[config.mk]
export PLATFORM = sky130hd
export DESIGN_NAME = calendar_to_epoch_seconds
export DESIGN_NICKNAME = d
export VERILOG_FILES = /design/src/hw/rtl/c2e_pkg.sv /design/src/hw/rtl/calendar_to_epoch_seconds.sv /design/src/hw/rtl/c2e_date.sv /design/src/hw/rtl/c2e_secs.sv
export SDC_FILE = /design/constraint.sdc
export NUM_CORES = 1
export LEC_CHECK = 0
export BUFFER_PORTS_ARGS = -buffer_cell sky130_fd_sc_hd__clkbuf_2
export CORE_UTILIZATION = 60
export CTS_BUF_LIST = sky130_fd_sc_hd__clkbuf_4
export CTS_CLUSTER_DIAMETER = 80
export DETAILED_ROUTE_END_ITERATION = 8
export HOLD_SLACK_MARGIN = 0.08
export PLACE_DENSITY_LB_ADDON = 0.05
export SYNTH_ARGS = -nofsm -noshare
export SYNTH_HDL_FRONTEND = slang
export SYNTH_HIERARCHICAL = 1
export SYNTH_SLANG_ARGS = --single-unit
[constraint.sdc]
create_clock -name clk -period 13.3 [get_ports clk]
set_clock_uncertainty 0.1 [all_clocks]
set_input_delay 0.665 -clock clk [delete_from_list [all_inputs] [get_ports clk]]
set_output_delay 0.665 -clock clk [all_outputs]
set_load 0.005 [all_outputs]
[src/hw/rtl/c2e_pkg.sv]
`default_nettype none

package c2e_pkg;

	localparam int YRS_W  = 9;
	localparam int MON_W  = 8;
	localparam int DAY_W  = 9;
	localparam int HOUR_W = 5;
	localparam int MIN_W  = 6;
	localparam int SEC_W  = 6;
	localparam int OUT_W  = 34;

	localparam int OFF_W  = 10;
	localparam int TOD_W  = 17;
	localparam int DAYS_W = 18;

	localparam logic [OUT_W-1:0] SECS_PER_DAY = 34'd86400;

	typedef struct packed {
		logic [DAYS_W-1:0] days;
		logic [TOD_W-1:0]  tod;
	} date_word_t;

	// days before the first of each month, common year
	function automatic logic [8:0] cum_days(input logic [3:0] m);
		logic [8:0] r;
		case (m)
			4'd0:    r = 9'd0;
			4'd1:    r = 9'd31;
			4'd2:    r = 9'd59;
			4'd3:    r = 9'd90;
			4'd4:    r = 9'd120;
			4'd5:    r = 9'd151;
			4'd6:    r = 9'd181;
			4'd7:    r = 9'd212;
			4'd8:    r = 9'd243;
			4'd9:    r = 9'd273;
			4'd10:   r = 9'd304;
			4'd11:   r = 9'd334;
			default: r = 9'd0;
		endcase
		return r;
	endfunction

endpackage

`default_nettype wire

[src/hw/rtl/calendar_to_epoch_seconds.sv]
// channel  | handshake              | ports
// ---------+------------------------+-----------------------------------------------
// input    | start high, busy low   | years_since_1900, month_count, day_number,
//          |                        | hour_of_day, minute_of_hour, second_of_minute
// result   | done high, one cycle   | epoch_seconds
//
// one word enters every cycle; its result shows on done after six register stages:
// month split, year offset, table and year multiply, day sum,
// day-to-seconds multiply, final add
// arst_n clears the stage valid bits only; no clearing pass
// busy stays low and the receiver cannot stall, so nothing is held back
`default_nettype none

module calendar_to_epoch_seconds
	import c2e_pkg::*;
(
	input  wire logic              clk,
	input  wire logic              arst_n,
	input  wire logic              start,
	output logic                   busy,
	input  wire logic [YRS_W-1:0]  years_since_1900,
	input  wire logic [MON_W-1:0]  month_count,
	input  wire logic [DAY_W-1:0]  day_number,
	input  wire logic [HOUR_W-1:0] hour_of_day,
	input  wire logic [MIN_W-1:0]  minute_of_hour,
	input  wire logic [SEC_W-1:0]  second_of_minute,
	output logic                   done,
	output logic [OUT_W-1:0]       epoch_seconds
);

	logic       date_valid;
	date_word_t date_word;

	assign busy = 1'b0;

	c2e_date u_date (
		.clk              (clk),
		.arst_n           (arst_n),
		.in_valid         (start && !busy),
		.years_since_1900 (years_since_1900),
		.month_count      (month_count),
		.day_number       (day_number),
		.hour_of_day      (hour_of_day),
		.minute_of_hour   (minute_of_hour),
		.second_of_minute (second_of_minute),
		.date_valid       (date_valid),
		.date_word        (date_word)
	);

	c2e_secs u_secs (
		.clk           (clk),
		.arst_n        (arst_n),
		.date_valid    (date_valid),
		.date_word     (date_word),
		.done          (done),
		.epoch_seconds (epoch_seconds)
	);

`ifndef SYNTHESIS
	a_done_follows_start: assert property (@(posedge clk) disable iff (!arst_n)
		done |-> $past(start, 6))
		else $error("result without an accepted word");

	a_date_to_done: assert property (@(posedge clk) disable iff (!arst_n)
		date_valid |-> ##2 done)
		else $error("word lost in seconds stages");

	a_post_1970_floor: assert property (@(posedge clk) disable iff (!arst_n)
		(done && $past(start && years_since_1900 >= 9'd71, 6))
		|-> epoch_seconds >= 34'd31449600)
		else $error("year after 1970 gave too few seconds");
`endif

endmodule

`default_nettype wire

[src/hw/rtl/c2e_date.sv]
`default_nettype none

module c2e_date
	import c2e_pkg::*;
(
	input  wire logic              clk,
	input  wire logic              arst_n,
	input  wire logic              in_valid,
	input  wire logic [YRS_W-1:0]  years_since_1900,
	input  wire logic [MON_W-1:0]  month_count,
	input  wire logic [DAY_W-1:0]  day_number,
	input  wire logic [HOUR_W-1:0] hour_of_day,
	input  wire logic [MIN_W-1:0]  minute_of_hour,
	input  wire logic [SEC_W-1:0]  second_of_minute,
	output logic                   date_valid,
	output date_word_t             date_word
);

	// stage 1: month carry quotient and time of day
	logic              v_s1;
	logic [4:0]        qm_s1;
	logic [MON_W-1:0]  mon_s1;
	logic [YRS_W-1:0]  yrs_s1;
	logic [DAY_W-1:0]  day_s1;
	logic [TOD_W-1:0]  tod_s1;
	logic [15:0]       mon_x171;

	assign mon_x171 = 16'(month_count) * 16'd171;

	always_ff @(posedge clk or negedge arst_n) begin
		if (!arst_n) begin
			v_s1 <= 1'b0;
		end else begin
			v_s1 <= in_valid;
		end
	end

	always_ff @(posedge clk) begin
		qm_s1  <= mon_x171[15:11];
		mon_s1 <= month_count;
		yrs_s1 <= years_since_1900;
		day_s1 <= day_number;
		tod_s1 <= TOD_W'(hour_of_day) * 17'd3600 + TOD_W'(minute_of_hour) * 17'd60
			+ TOD_W'(second_of_minute);
	end

	// stage 2: year offset and month within year
	logic              v_s2;
	logic [OFF_W-1:0]  off_s2;
	logic [3:0]        rem_s2;
	logic [DAY_W-1:0]  day_s2;
	logic [TOD_W-1:0]  tod_s2;
	logic [MON_W-1:0]  rem_full;

	assign rem_full = mon_s1 - MON_W'(8'(qm_s1) * 8'd12);

	always_ff @(posedge clk or negedge arst_n) begin
		if (!arst_n) begin
			v_s2 <= 1'b0;
		end else begin
			v_s2 <= v_s1;
		end
	end

	always_ff @(posedge clk) begin
		off_s2 <= OFF_W'(yrs_s1) + OFF_W'(qm_s1);
		rem_s2 <= rem_full[3:0];
		day_s2 <= day_s1;
		tod_s2 <= tod_s1;
	end

	// stage 3: month days, year days, century count
	logic              v_s3;
	logic [9:0]        cum_s3;
	logic [DAYS_W-1:0] yd_s3;
	logic [OFF_W-1:0]  a_s3;
	logic [3:0]        q100_s3;
	logic              post70_s3;
	logic [DAY_W-1:0]  day_s3;
	logic [TOD_W-1:0]  tod_s3;
	logic              leap;
	logic [OFF_W-1:0]  a_next;
	logic [15:0]       a_x41;
	logic [OFF_W-1:0]  ydiff;

	// offset from 1900: centuries 1900, 2100, 2200, 2300 are common years
	assign leap = (off_s2[1:0] == 2'd0) && !(off_s2 == 10'd0 || off_s2 == 10'd200
		|| off_s2 == 10'd300 || off_s2 == 10'd400);
	// year minus 1601
	assign a_next = off_s2 + 10'd299;
	assign a_x41  = 16'(a_next) * 16'd41;
	assign ydiff  = off_s2 - 10'd70;

	always_ff @(posedge clk or negedge arst_n) begin
		if (!arst_n) begin
			v_s3 <= 1'b0;
		end else begin
			v_s3 <= v_s2;
		end
	end

	always_ff @(posedge clk) begin
		cum_s3    <= 10'(cum_days(rem_s2)) + 10'(leap && (rem_s2 >= 4'd2));
		yd_s3     <= DAYS_W'(ydiff) * 18'd365;
		a_s3      <= a_next;
		q100_s3   <= a_x41[15:12];
		post70_s3 <= off_s2 > 10'd70;
		day_s3    <= day_s2;
		tod_s3    <= tod_s2;
	end

	// stage 4: total day count
	logic              v_s4;
	date_word_t        word_s4;
	logic [DAYS_W-1:0] leaps;
	logic [DAYS_W-1:0] ydays;

	assign leaps = DAYS_W'(a_s3[OFF_W-1:2]) - DAYS_W'(q100_s3) + DAYS_W'(q100_s3[3:2])
		- 18'd89;
	assign ydays = post70_s3 ? (yd_s3 + leaps) : '0;

	always_ff @(posedge clk or negedge arst_n) begin
		if (!arst_n) begin
			v_s4 <= 1'b0;
		end else begin
			v_s4 <= v_s3;
		end
	end

	always_ff @(posedge clk) begin
		word_s4.days <= ydays + DAYS_W'(cum_s3) + DAYS_W'(day_s3);
		word_s4.tod  <= tod_s3;
	end

	assign date_valid = v_s4;
	assign date_word  = word_s4;

endmodule

`default_nettype wire

[src/hw/rtl/c2e_secs.sv]
`default_nettype none

module c2e_secs
	import c2e_pkg::*;
(
	input  wire logic             clk,
	input  wire logic             arst_n,
	input  wire logic             date_valid,
	input  wire date_word_t       date_word,
	output logic                  done,
	output logic [OUT_W-1:0]      epoch_seconds
);

	// stage 5: whole days to seconds
	logic             v_s5;
	logic             zero_s5;
	logic [OUT_W-1:0] prod_s5;
	logic [TOD_W-1:0] tod_s5;

	always_ff @(posedge clk or negedge arst_n) begin
		if (!arst_n) begin
			v_s5 <= 1'b0;
		end else begin
			v_s5 <= date_valid;
		end
	end

	always_ff @(posedge clk) begin
		zero_s5 <= date_word.days == '0;
		prod_s5 <= OUT_W'(DAYS_W'(date_word.days - 18'd1)) * SECS_PER_DAY;
		tod_s5  <= date_word.tod;
	end

	// stage 6: add time of day, clamp at zero for day zero
	logic             v_s6;
	logic [OUT_W-1:0] secs_s6;
	logic [OUT_W-1:0] tod_ext;

	assign tod_ext = OUT_W'(tod_s5);

	always_ff @(posedge clk or negedge arst_n) begin
		if (!arst_n) begin
			v_s6 <= 1'b0;
		end else begin
			v_s6 <= v_s5;
		end
	end

	always_ff @(posedge clk) begin
		if (zero_s5) begin
			secs_s6 <= (tod_ext >= SECS_PER_DAY) ? (tod_ext - SECS_PER_DAY) : '0;
		end else begin
			secs_s6 <= prod_s5 + tod_ext;
		end
	end

	assign done          = v_s6;
	assign epoch_seconds = secs_s6;

endmodule

`default_nettype wire

# Yosys cells after proc, flatten, opt, wreduce, memory -nomap -nowiden
# Memory sizes are Yosys's and may differ from the RTL's. A register that Yosys moved wholly into a read port is not among the register bits.
# Cells that the tools add are included.
[totals]
register_bits = 273
latch_bits = 0
ramBits = 0
mem_bits_ro = 144
in_bits = 46
out_inout_bits = 36
word_cells = 70
n_memories = 1
[mem_list]
columns = ["name", "words", "word_bits", "rd", "rd_clocked_by_memory_dff", "write_ports", "line_no", "text"]
rows = [
  ["(no name shown)", 16, 9, 1, 1, 0, "c2e_pkg.sv:27", "case (m)"],
]
[classes]
n_addsub = 16
n_mul = 7
div_mod_pow = 0
magnitude_cmp = 3
n_eq_ne = 3
shift = 0
muxes = 3
bitwise_logic = 0
reduce_logical = 9
[ops]
columns = ["operator", "n"]
rows = [
  ["34-bit 2-to-1 mux", 2],
  ["34-bit by 17-bit adder with 34-bit output", 1],
  ["18-bit by 10-bit multiplier with 27-bit output (second input constant)", 1],
  ["10-bit by 9-bit equality test with 1-bit output (second input constant)", 2],
  ["18-bit by 10-bit adder with 18-bit output", 1],
  ["18-bit adder", 1],
  ["18-bit by 2-bit adder with 18-bit output", 1],
  ["18-bit by 9-bit adder with 18-bit output", 1],
  ["18-bit zero test", 1],
  ["10-bit by 9-bit multiplier with 18-bit output (second input constant)", 1],
  ["18-bit 2-to-1 mux", 1],
  ["17-bit by 17-bit subtractor with 18-bit output (second input constant)", 1],
  ["18-bit by 1-bit subtractor with 18-bit output (second input constant)", 1],
  ["18-bit by 7-bit subtractor with 18-bit output (second input constant)", 1],
  ["17-bit by 12-bit adder with 17-bit output", 1],
  ["17-bit by 6-bit adder with 17-bit output", 1],
  ["17-bit greater-or-equal comparator (second input constant)", 1],
  ["10-bit by 6-bit multiplier with 16-bit output (second input constant)", 1],
  ["8-bit by 8-bit multiplier with 16-bit output (second input constant)", 1],
  ["5-bit by 8-bit multiplier with 13-bit output (second input constant)", 1],
  ["10-bit by 9-bit adder with 10-bit output (second input constant)", 1],
  ["9-bit by 1-bit adder with 10-bit output", 1],
  ["9-bit by 5-bit adder with 10-bit output", 1],
  ["10-bit by 8-bit equality test with 1-bit output (second input constant)", 1],
  ["other kinds (12)", 15],
]

# Depth between registers and ports, before layout
# Gate-level depths: netlist of run 1.
[depth]
ltp_word = 8
ltp_mapped = 30
mapped_depth_nobuf = 30

# Modules after synthesis
# Netlist of run 1, hierarchy kept.
[by_module_without_submodules]
columns = ["module", "instances", "cells_per_inst", "area_each_um2", "seq_area_each_um2"]
rows = [
  ["c2e_date", 1, 1154, 12046.6, 3983.8],
  ["c2e_secs", 1, 692, 6339.8, 1631.6],
  ["calendar_to_epoch_seconds", 1, 2, 11.3, 0.0],
]

# Worst setup path before layout of run 1
# Ideal clock, no wire load.
[synth_timing]
path_type = "register to register"
from = "register u_date.word_s4, in the netlist u_date/date_word[21]"
to = "register u_secs.prod_s5[32]"
setup_ns = 0.118
t_arrival_ns = 5.327
required_ns = 13.082
path_slack_ns = 7.755
path_stages_with_launch = 21
path_buffers = 0
period_less_slack_ns = 5.545
path_cell_list = "dfxtp_1 > nor3_1 > nand4_1 > or3_1 > or3_1 > xor2_1 > inv_1 > ha_1 > inv_1 > fa_1 > fa_1 > inv_1 > ha_1 > ha_1 > ha_1 > a21o_1 > a21oi_1 > o211ai_1 > or4_1 > a21oi_1 > nor3_1"
[synth_between]
elab_chain_len = 2
[synth_lines]
columns = ["element", "line_no", "text"]
rows = [
  ["start, declared", "c2e_date.sv:114", "date_word_t word_s4;"],
  ["18-bit by 1-bit subtractor with 18-bit output", "c2e_secs.sv:30", "prod_s5 <= OUT_W'(DAYS_W'(date_word.days - 18'd1)) * SECS_PER_DAY;"],
  ["18-bit by 10-bit multiplier with 27-bit output", "c2e_secs.sv:30", ""],
  ["end signal, assigned", "c2e_secs.sv:30", ""],
  ["end, declared", "c2e_secs.sv:17", "logic [OUT_W-1:0] prod_s5;"],
]
# No other way between the ends.

# Worst setup path in the final report of run 1
[layout_timing]
from = "register u_date.q100_s3[0]"
to = "register u_date.word_s4, in the netlist u_date/date_word[32]"
[layout_between]
elab_chain_len = 7
[layout_lines]
columns = ["element", "line_no", "text"]
rows = [
  ["start, declared", "c2e_date.sv:77", "logic [3:0] q100_s3;"],
  ["start signal, assigned", "c2e_date.sv:106", "q100_s3 <= a_x41[15:12];"],
  ["8-bit by 4-bit subtractor with 9-bit output", "c2e_date.sv:118", "assign leaps = DAYS_W'(a_s3[OFF_W-1:2]) - DAYS_W'(q100_s3) + DAYS_W'(q100_s3[3:2])"],
  ["18-bit by 2-bit adder with 18-bit output", "c2e_date.sv:118", ""],
  ["18-bit by 7-bit subtractor with 18-bit output", "c2e_date.sv:119", "- 18'd89;"],
  ["18-bit adder", "c2e_date.sv:120", "assign ydays = post70_s3 ? (yd_s3 + leaps) : '0;"],
  ["18-bit 2-to-1 mux", "c2e_date.sv:120", ""],
  ["18-bit by 10-bit adder with 18-bit output", "c2e_date.sv:131", "word_s4.days <= ydays + DAYS_W'(cum_s3) + DAYS_W'(day_s3);"],
  ["18-bit by 9-bit adder with 18-bit output", "c2e_date.sv:131", ""],
]
# No other way between the ends.

==> results.yml, run 1 <==
outcome:
  outcome: "complete, no violations"
drt:
  antenna_left: 0
  drt-total-wl_mm: 33.0
  drc_errors: 0
  dr_total_vias: 12800
  drt_iter0_markers: 488
  post_drt_wl_per_cell_um: 13.5
  first_pass_iters: 5
  viasPerCell: 5.22
clock_network:
  cts_setup_buffers: 0
  cts.sinks: 279
  clockRootBuffer: "clkbuf_4"
  insertion_delay_ns: 0.67
  numCtsBuffers: 72
  tritoncts: "done"
  path_clk_slew_ns: 0.07
  clk_path_buf_depth: 3
  h-tree-depth: 3
global_routing:
  antenna_found_initial: 1
  grt_pass1_vias: 13100
  grt_max_degree: 36
  grt.overflow.total: 0
  grt_usage_pct: 22.4
  grt_pass1_wl_mm: 57.8
timing:
  rsz0062_at_grt: "false"
  fmax_ghz: 0.168
  finalSetupViolCount: 0
  slew_headroom_pct: 38.4
  tightest_slew_ns: 0.919
  finalCriticalPeriod_ns: 5.95
  tns_ns: 0
  hold_viol: 0
  final.period_utilization_pct: 44.7
  report.final.slew_viol_count: 0
setup_path:
  crit_fanout: 6
  slowest_delay_ns: 0.53
  cp.required_ns: 13.73
  cp_slowest_cell: "a311oi_2"
  cp.arrival_ns: 6.37
  path_class: "reg2reg"
  cp-start-kind: "register"
  end_kind: "register"
synthesis:
  syn_inst: 1848
  ys_seq_area_share_pct: 30.5
  ys_dominant_reg_cell: "dfxtp_1"
  avgSynthCellArea_um2: 9.96
  synth-seq-cells: 279
  synth_nets: 2324
  syn-cell-area_mm2: 0.0184
  yosys_warnings: 6
  synthArstFlopShare_pct: 2.15
  netlist-cell-type-count: 83
  synth-edff-count: 0
floorplanning:
  fp.coreArea_mm2: 0.0299
  ios: 82
  die_x_um: 177
  initial_core_util_pct: 61.6
  die_y_um: 177
  die_area_mm2: 0.0314
  rows: 63
hold_path:
  hold_class: "in2reg"
flow_run:
  maxCapViolCount: 0
finish:
  final_cell_area_mm2: 0.0204
  fill_cells: 2424
  instances_no_fill: 2454
  area_growth_pct: 11.0
  num-nets-final: 2487
  drive_above_1_share_pct: 11.3
place:
  placed_cell_area_mm2: 0.0192
  gp_congestion: 0.874
  portBuffers: 80
  dp_hpwl_mm: 26.8
  dp_cells: 2300
==> final cells by class <==
type	count	area (um2)	area share, %
multi-input combinational	1279	11700	57.2
sequential	279	5620	27.5
inverter	271	1020	4.98
clock buffer	110	826	4.04
timing repair buffer	108	678	3.32
tap	390	488	2.39
clock inverter	16	111	0.545
antenna	1	2.50	0.0123
==> routing by layer <==
layer	up-vias	track usage [%]	part of all wire, %
li1	6634	-	-
met1	5960	28.4	48
met2	189	38.8	47
met3	39	3.78	2.9
met4	0	6.32	1.5
met5	-	0	0
==> flip-flops by register name (all words and copies together) (netlist names), 3 cells and up, named ones only <==
signal and cells:
u_date/q100_s3 4, u_date/yrs_s1 9, u_date/day_s3 9, u_date/cum_s3 10, u_date/rem_s2 3, u_date/date_word 35, u_date/a_s3 8, u_date/tod_s1 17
u_date/yd_s3 18, u_secs/tod_s5 17, u_date/day_s2 9, u_date/qm_s1 5, u_date/tod_s3 17, u_date/mon_s1 4, u_secs/epoch_seconds 34, u_date/day_s1 9
u_date/off_s2 10, u_date/tod_s2 17, u_secs/prod_s5 27
==> cell usage after synthesis (all sizes together), types with 8 or more instances <==
master	instances	area share, %
ha	323	22
dfxtp	273	30
inv	271	5.5
xnor2	117	5.6
fa	107	12
a21oi	94	2.6
nor2	78	1.6
o21ai	74	2.0
nand2	67	1.4
xor2	58	2.8
nand3	41	1.1
a21o	33	1.3
nor3	33	0.92
and2	20	0.68
or3	19	0.70
clkbuf	16	0.33
o21a	16	0.65
and3	14	0.48
nand2b	14	0.48
nand4	14	0.48
nor2b	13	0.44
a211oi	12	0.52
o21bai	12	0.49
o211ai	10	0.48
or2	10	0.34
a21boi	8	0.33
a31oi	8	0.27
==> layout by cell type, fill, tap and decap left out, drive strengths merged, types with 8 or more instances in the layout <==
cell type | Yosys | layout
o21a | 16 | 16
nand3 | 41 | 41
clkbuf | 16 | 190
or2 | 10 | 10
o21ai | 74 | 74
ha | 323 | 323
and3 | 14 | 14
inv | 271 | 272
or3 | 19 | 19
nand4 | 14 | 14
xor2 | 58 | 58
and2 | 20 | 20
dfxtp | 273 | 273
a21o | 33 | 33
dlygate4sd3 | 0 | 27
nand2 | 67 | 67
a211oi | 12 | 12
nand2b | 14 | 14
nor2b | 13 | 13
nor2 | 78 | 78
o211ai | 10 | 10
a31oi | 8 | 8
a21boi | 8 | 8
nor3 | 33 | 33
xnor2 | 117 | 117
a21oi | 94 | 94
o21bai | 12 | 12
fa | 107 | 107
clkinv | 0 | 14
==> cells by family after synthesis <==
logic type | synth area share (%)
AO/OA/AOI/OAI | 11.6
other | 0.0204
buffers and inverters | 5.96
flip-flops | 30.5
multiplexers | 0.279
XOR/XNOR | 8.41
AND/OR/NAND/NOR | 9.59
adder cells (fa/ha/maj) | 33.6
==> critical path, delay by kind of cell (launching register included) <==
family	cells	cell delay, ns
DFF	1	0.32
AOI/OAI and AO/OA	6	1.35
and+or+nand+nor	5	1.03
buffers and inverters	5	0.28
xor gates and xnor gates	2	0.24
adders and majority gates	8	2.48
==> per-stage QoR <==
stage / setup WS (ns) / utilization (%) / hold WS (ns)
finish: 7.35 / 68.4 / 0.202
global route: 6.83 / 68.4 / 0.141
CTS: 7.30 / 68.4 / 0.144
detailed placement: 7.28 / 64.3 / 0.212
global placement: 7.46 / 64.3 / 0.210
floorplan: 7.75 / - / 0.210
==> repair_timing <==
item / in CTS / in global routing
gates resized for setup: 0 / 0
hold buffers: 27 / 0
hold endpoints to repair: 32 / 0
==> path summary, 6_finish.rpt <==
check	startpoint	to	slack, ns	depth (start not counted)
min in group asynchronous	arst_n	u_date/date_valid	0.27	2
worst max register to register	u_date/q100_s3[0]	u_date/date_word[32]	7.35	26
max in group asynchronous	arst_n	u_date/v_s3	12.65	2
worst min register to register	u_date/date_word[13]	u_secs/tod_s5[13]	0.21	0
worst min-delay path	minute_of_hour[0]	u_date/tod_s1[2]	0.20	2
worst max-delay path	u_date/q100_s3[0]	u_date/date_word[32]	7.35	26
Power of run 1 is left out: the tool's default activity adds up to more than one toggle a clock period on the data nets, which glitch-free logic cannot reach.
==> inputs of run 2 (changes only) <==
CORE_UTILIZATION = 58   (was 60)
clock period = 5.1 ns   (was 13.3 ns; I/O delays follow)
==> run 2 against run 1 <==
Against the previous run: the flow now finishes with violations (negative setup slack); critical path depth stayed put; global-route usage is 0.89 points higher; first-iteration DRC count is 14% lower; critical path type unchanged.
==> results.yml, run 2 (synthesized netlist as in run 1, its figures left out) <==
timing:
  fmax_ghz: 0.187
  report.final.slew_viol_count: 0
  finalSetupViolCount: 11
  finalCriticalPeriod_ns: 5.34
  fin_ws_ns: -0.240
  slew_headroom_pct: 52.0
  tightest_slew_ns: 0.712
  final.period_utilization_pct: 105
  hold_viol: 0
  tns_ns: -1.65
  fin_hold_ws_ns: 0.147
  rsz0062_at_grt: "true"
setup_path:
  end_kind: "register"
  cp_slowest_cell: "fa_1"
  critPathLaunch: "u_date/a_s3[2]"
  slowest_delay_ns: 0.49
  crit_fanout: 4
  r2r_cells: 26
  ff2ff_setup_slack_ns: -0.24
  cp.required_ns: 5.59
  cp.arrival_ns: 5.83
  timing.rr.end: "u_date/date_word[33]"
  cp-start-kind: "register"
  path_common_cell: "inv_1"
  rr_startpoint: "u_date/a_s3[2]"
  path_class: "reg2reg"
place:
  dp_hpwl_mm: 28.5
  dp_slack_ns: -0.312
  dp_cells: 2435
  gp_congestion: 0.857
  portBuffers: 80
drt:
  drc_errors: 0
  viasPerCell: 5.25
  post_drt_wl_per_cell_um: 13.9
  antenna_left: 0
  drt_iter0_markers: 418
  dr_total_vias: 13800
  first_pass_iters: 5
  drt-total-wl_mm: 36.6
hold_path:
  min_from: "minute_of_hour[0]"
  hold_path_end: "u_date/tod_s1[4]"
  hold_depth: 4
  hold_class: "in2reg"
flow_run:
  maxCapViolCount: 0
floorplanning:
  die_x_um: 180
  ios: 82
  initial_core_util_pct: 59.5
  fp.coreArea_mm2: 0.0309
  die_area_mm2: 0.0324
  rows: 64
  die_y_um: 180
clock_network:
  tritoncts: "done"
  path_clk_slew_ns: 0.06
  h-tree-depth: 3
  clk_path_buf_depth: 3
  insertion_delay_ns: 0.72
  numCtsBuffers: 72
  clockRootBuffer: "clkbuf_4"
  cts.sinks: 279
finish:
  num-nets-final: 2672
  drive_above_1_share_pct: 22.2
  largest_reg_flops: 35
  final_common_cell: "ha_1"
  fill_cells: 2279
  area_growth_pct: 23.2
  final_cell_mix: "ha_1 (298), dfxtp_1 (270), inv_1 (259)"
  instances_no_fill: 2635
global_routing:
  antenna_found_initial: 2
  grt.overflow.total: 0
  grt_max_degree: 37
  grt_usage_pct: 23.2
  grt_pass1_wl_mm: 62.4
  grt_pass1_vias: 14300
outcome:
  outcome: "finished with violations"
  violations: "negative setup slack"
-- run 2: changes by cell type in the layout (fill, tap and decap cells not counted), sizes merged --
cell and delta:
diode +2, clkinvlp +1, bufinv +1, dlygate4sd3 +32, inv +2, buf +153
clkbuf -16
-- run 2: metal layers --
metal | vias up | GRT usage, % | wire length, um
li1 | 7010 | - | -
met1 | 6538 | 28.9 | 16700
met2 | 220 | 40.7 | 17900
met3 | 65 | 4.22 | 1300
met4 | 0 | 7.49 | 819
met5 | - | 0 | 0
-- run 2: worst max-delay path, delay by kind of cell, from the launching register on --
kind                     cells  cell delay (ns)
flip-flops                   1             0.30
buffers and inverters        5             0.29
AO/OA/AOI/OAI                7             1.27
AND/OR/NAND/NOR              5             0.84
XOR/XNOR                     2             0.26
adder cells (fa/ha/maj)      7             2.14
-- run 2: worst max path at each step --
stage / end / slack [ns] / cells past startpoint
finish: u_date/date_word[33] / -0.24 / 26
global route: u_date/date_word[33] / -0.43 / 26
CTS: u_date/date_word[28] / -0.19 / 28
detailed placement: u_date/date_word[28] / -0.31 / 28
global placement: u_date/date_word[28] / -0.14 / 28
floorplan: u_secs/prod_s5[32] / -0.05 / 20
-- run 2: per-stage QoR --
step / utilization, % / instance area, um2
global placement: 65.9 / 20400
global route: 73.3 / 22700
finish: 73.3 / 22700
detailed placement: 65.9 / 20400
CTS: 71.4 / 22100
floorplan: - / 18600
-- run 2: layout make-up --
cell class,instances,area (um2),share of cell area (%)
multi-input combinational,1279,12500,55.1
sequential,279,5620,24.8
timing repair buffer,293,2170,9.55
inverter,271,1020,4.50
clock buffer,94,706,3.11
tap,396,495,2.19
clock inverter,20,154,0.679
antenna,3,7.51,0.0331
-- run 2: what timing repair did --
item,4_1_cts,5_1_grt
pin swaps,38,52
setup buffers,12,12
endpoints found under the hold margin,41,0
resized for setup,40,104
endpoints found under the setup margin,20,26
hold buffers,59,0
Power of run 2 is left out for the same reason.
==> inputs of run 3 (changes only) <==
SYNTH_HIERARCHICAL = not set   (was 1)
==> run 3 against run 2 <==
Against the previous run: the run still ends with negative setup slack left; global-route usage down 1.3 points; sequential share of layout area decreased by 0.30 points; worst setup slack got worse by 0.63 ns; critical path depth is 4 lower; non-clock buffer count did not move; register-to-register slack got worse by 0.63 ns; sequential cell count unchanged; critical path type unchanged; highest routed layer unchanged.
==> results.yml, run 3 <==
outcome:
  outcome: "finished with violations"
  violations: "negative setup slack"
setup_path:
  end_kind: "register"
  cp-start-kind: "register"
  path_class: "reg2reg"
  rr_startpoint: "u_date.date_word[21]"
  timing.rr.end: "u_secs.prod_s5[31]"
  r2r_cells: 22
  ff2ff_setup_slack_ns: -0.87
  crit_fanout: 3
  cp.arrival_ns: 6.54
  cp.required_ns: 5.66
place:
  portBuffers: 80
  gp_congestion: 0.841
  dp_slack_ns: -0.945
  dp_hpwl_mm: 27.1
drt:
  antenna_left: 0
  viasPerCell: 5.10
  first_pass_iters: 4
  drt-total-wl_mm: 35.0
  drt_iter0_markers: 425
  dr_total_vias: 13700
  drc_errors: 0
  post_drt_wl_per_cell_um: 13.0
floorplanning:
  die_y_um: 181
  rows: 65
  ios: 82
  initial_core_util_pct: 58.8
  die_area_mm2: 0.0326
  fp.coreArea_mm2: 0.0315
  die_x_um: 181
synthesis:
  yosys.area_share.simple_pct: 9.56
  synth_area_leader_cell: "dfxtp_1"
  synth_most_common_cell: "ha_1"
  synth_compound_area_share_pct: 9.90
  synthMuxAreaShare_pct: 0.0541
  ys_seq_area_share_pct: 30.3
  syn_inst: 1876
  synth-edff-count: 0
  synthArstFlopShare_pct: 2.15
  synthAdderAreaFrac_pct: 35.1
  synth_top_family_by_area: "adder cells"
  syn-cell-area_mm2: 0.0185
  synth_nets: 2375
  yosys_warnings: 0
  synth-seq-cells: 279
  avgSynthCellArea_um2: 9.87
  ys_dominant_reg_cell: "dfxtp_1"
  synth_common_cells: "ha_1 (343), inv_1 (331), dfxtp_1 (273), xnor2_1 (111), fa_1 (110)"
  netlist-cell-type-count: 73
  synth-xor-area-share_pct: 7.95
  synth_area_leaders: "dfxtp_1 (30%), ha_1 (23%), fa_1 (12%)"
  synth_top_area_share_pct: 29.5
global_routing:
  antenna_found_initial: 2
  grt_pass1_wl_mm: 59.8
  grt_usage_pct: 22.0
  grt_max_degree: 40
  grt.overflow.total: 0
  grt_pass1_vias: 13800
flow_run:
  maxCapViolCount: 0
finish:
  num-nets-final: 2728
  multi_input_area_mm2: 0.0124
  area_growth_pct: 23.9
  drive_above_1_share_pct: 21.3
  seqCellArea_mm2: 0.00562
  fill_cells: 2387
  largest_reg_flops: 35
  final_cell_mix: "inv_1 (314), ha_1 (314), dfxtp_1 (269)"
timing:
  slew_headroom_pct: 37.5
  finalCriticalPeriod_ns: 5.97
  tns_ns: -6.25
  tightest_slew_ns: 0.936
  final.period_utilization_pct: 117
  finalSetupViolCount: 12
  fin_ws_ns: -0.874
  rsz0062_at_grt: "true"
  hold_viol: 0
  report.final.slew_viol_count: 0
  fmax_ghz: 0.167
clock_network:
  cts.sinks: 279
  clockRootBuffer: "clkbuf_4"
  h-tree-depth: 3
  path_clk_slew_ns: 0.06
  clk_path_buf_depth: 3
  insertion_delay_ns: 0.75
  tritoncts: "done"
  numCtsBuffers: 75
hold_path:
  hold_path_end: "u_date.tod_s1[4]"
  hold_class: "in2reg"
  min_from: "minute_of_hour[1]"
  hold_depth: 4
==> run 3: cell types whose count changed in the layout (fill, tap and decap cells not counted), sizes merged, moves of 5 or more <==
cell	before	now
inv	274	334
a21oi	94	69
ha	323	343
clkbuf	174	184
nor4	6	15
a21o	33	26
nor2b	13	20
nor3	33	26
or3	19	12
clkinv	14	20
xnor2	117	111
nand2b	14	9
o211ai	10	5
or2	10	5
==> run 3: per-stage QoR <==
stage	hold slack, ns	std cells	instance area (um2)	utilization, %
global route	0.103	2687	22900	72.9
floorplan	-0.141	1876	18700	-
detailed placement	-0.00359	2470	20500	65.1
global placement	-0.0147	2470	20500	65.1
finish	0.151	2687	22900	72.9
CTS	0.0871	2671	22400	71.1
==> run 3: repair_timing <==
item / 4_1_cts / 5_1_grt
pin swaps: 53 / 58
setup endpoints to repair: 21 / 29
buffers inserted: 11 / 12
gates resized for setup: 56 / 83
hold buffers: 62 / 0
endpoints found under the hold margin: 44 / 0
==> run 3: layout make-up <==
| type | count | share of cell area [%] |
|---|---|---|
| Multi-Input combinational cell | 1247 | 54.2 |
| Sequential cell | 279 | 24.5 |
| Timing Repair Buffer | 293 | 9.53 |
| Inverter | 333 | 5.45 |
| Clock buffer | 104 | 3.40 |
| Tap cell | 402 | 2.19 |
| Clock inverter | 25 | 0.720 |
| Antenna cell | 4 | 0.0436 |
==> run 3: per-layer routing <==
metal  global-route usage [%]  part of all wire (%)  vias to the layer above
li1                         -                     -                     7015
met1                     27.3                    46                     6461
met2                     37.6                    49                      198
met3                     4.39                   3.6                       43
met4                     8.03                   1.9                        0
met5                        0                     0                        -
==> run 3: worst max-delay path by stage <==
stage	from	to	slack [ns]	cells after the start
after CTS	u_date.date_word[21]	u_secs.prod_s5[33]	-0.91	23
final	u_date.date_word[21]	u_secs.prod_s5[31]	-0.87	22
after global routing	u_date.date_word[21]	u_secs.prod_s5[33]	-1.10	22
after floorplan	u_date.date_word[21]	u_secs.prod_s5[33]	-0.69	22
after detailed placement	u_date.date_word[21]	u_secs.prod_s5[33]	-0.94	23
after global placement	u_date.date_word[21]	u_secs.prod_s5[33]	-0.78	23
==> run 3: kinds of logic after synthesis <==
logic type | Yosys count
AOI/OAI and AO/OA | 280
buffers and inverters | 350
and+or+nand+nor | 344
DFF | 279
xor gates and xnor gates | 168
adders and majority gates | 453
muxes | 1
other | 1
==> run 3: worst max-delay path, stage by stage (launching register included) <==
cell and delay, ns:
dfxtp_2 0.32, or4_4 0.57, nor3_4 0.15, buf_4 0.13, nor4b_4 0.29, xor2_2 0.26
inv_2 0.08, fa_1 0.51, fa_1 0.52, inv_1 0.04, ha_1 0.26, inv_1 0.04
fa_1 0.48, inv_2 0.04, ha_4 0.22, a21o_4 0.20, a221o_1 0.32, or3_1 0.33
o211a_1 0.27, a221oi_4 0.35, o21bai_1 0.10, a21oi_1 0.18, xnor2_1 0.13
Power of run 3 is left out for the same reason.
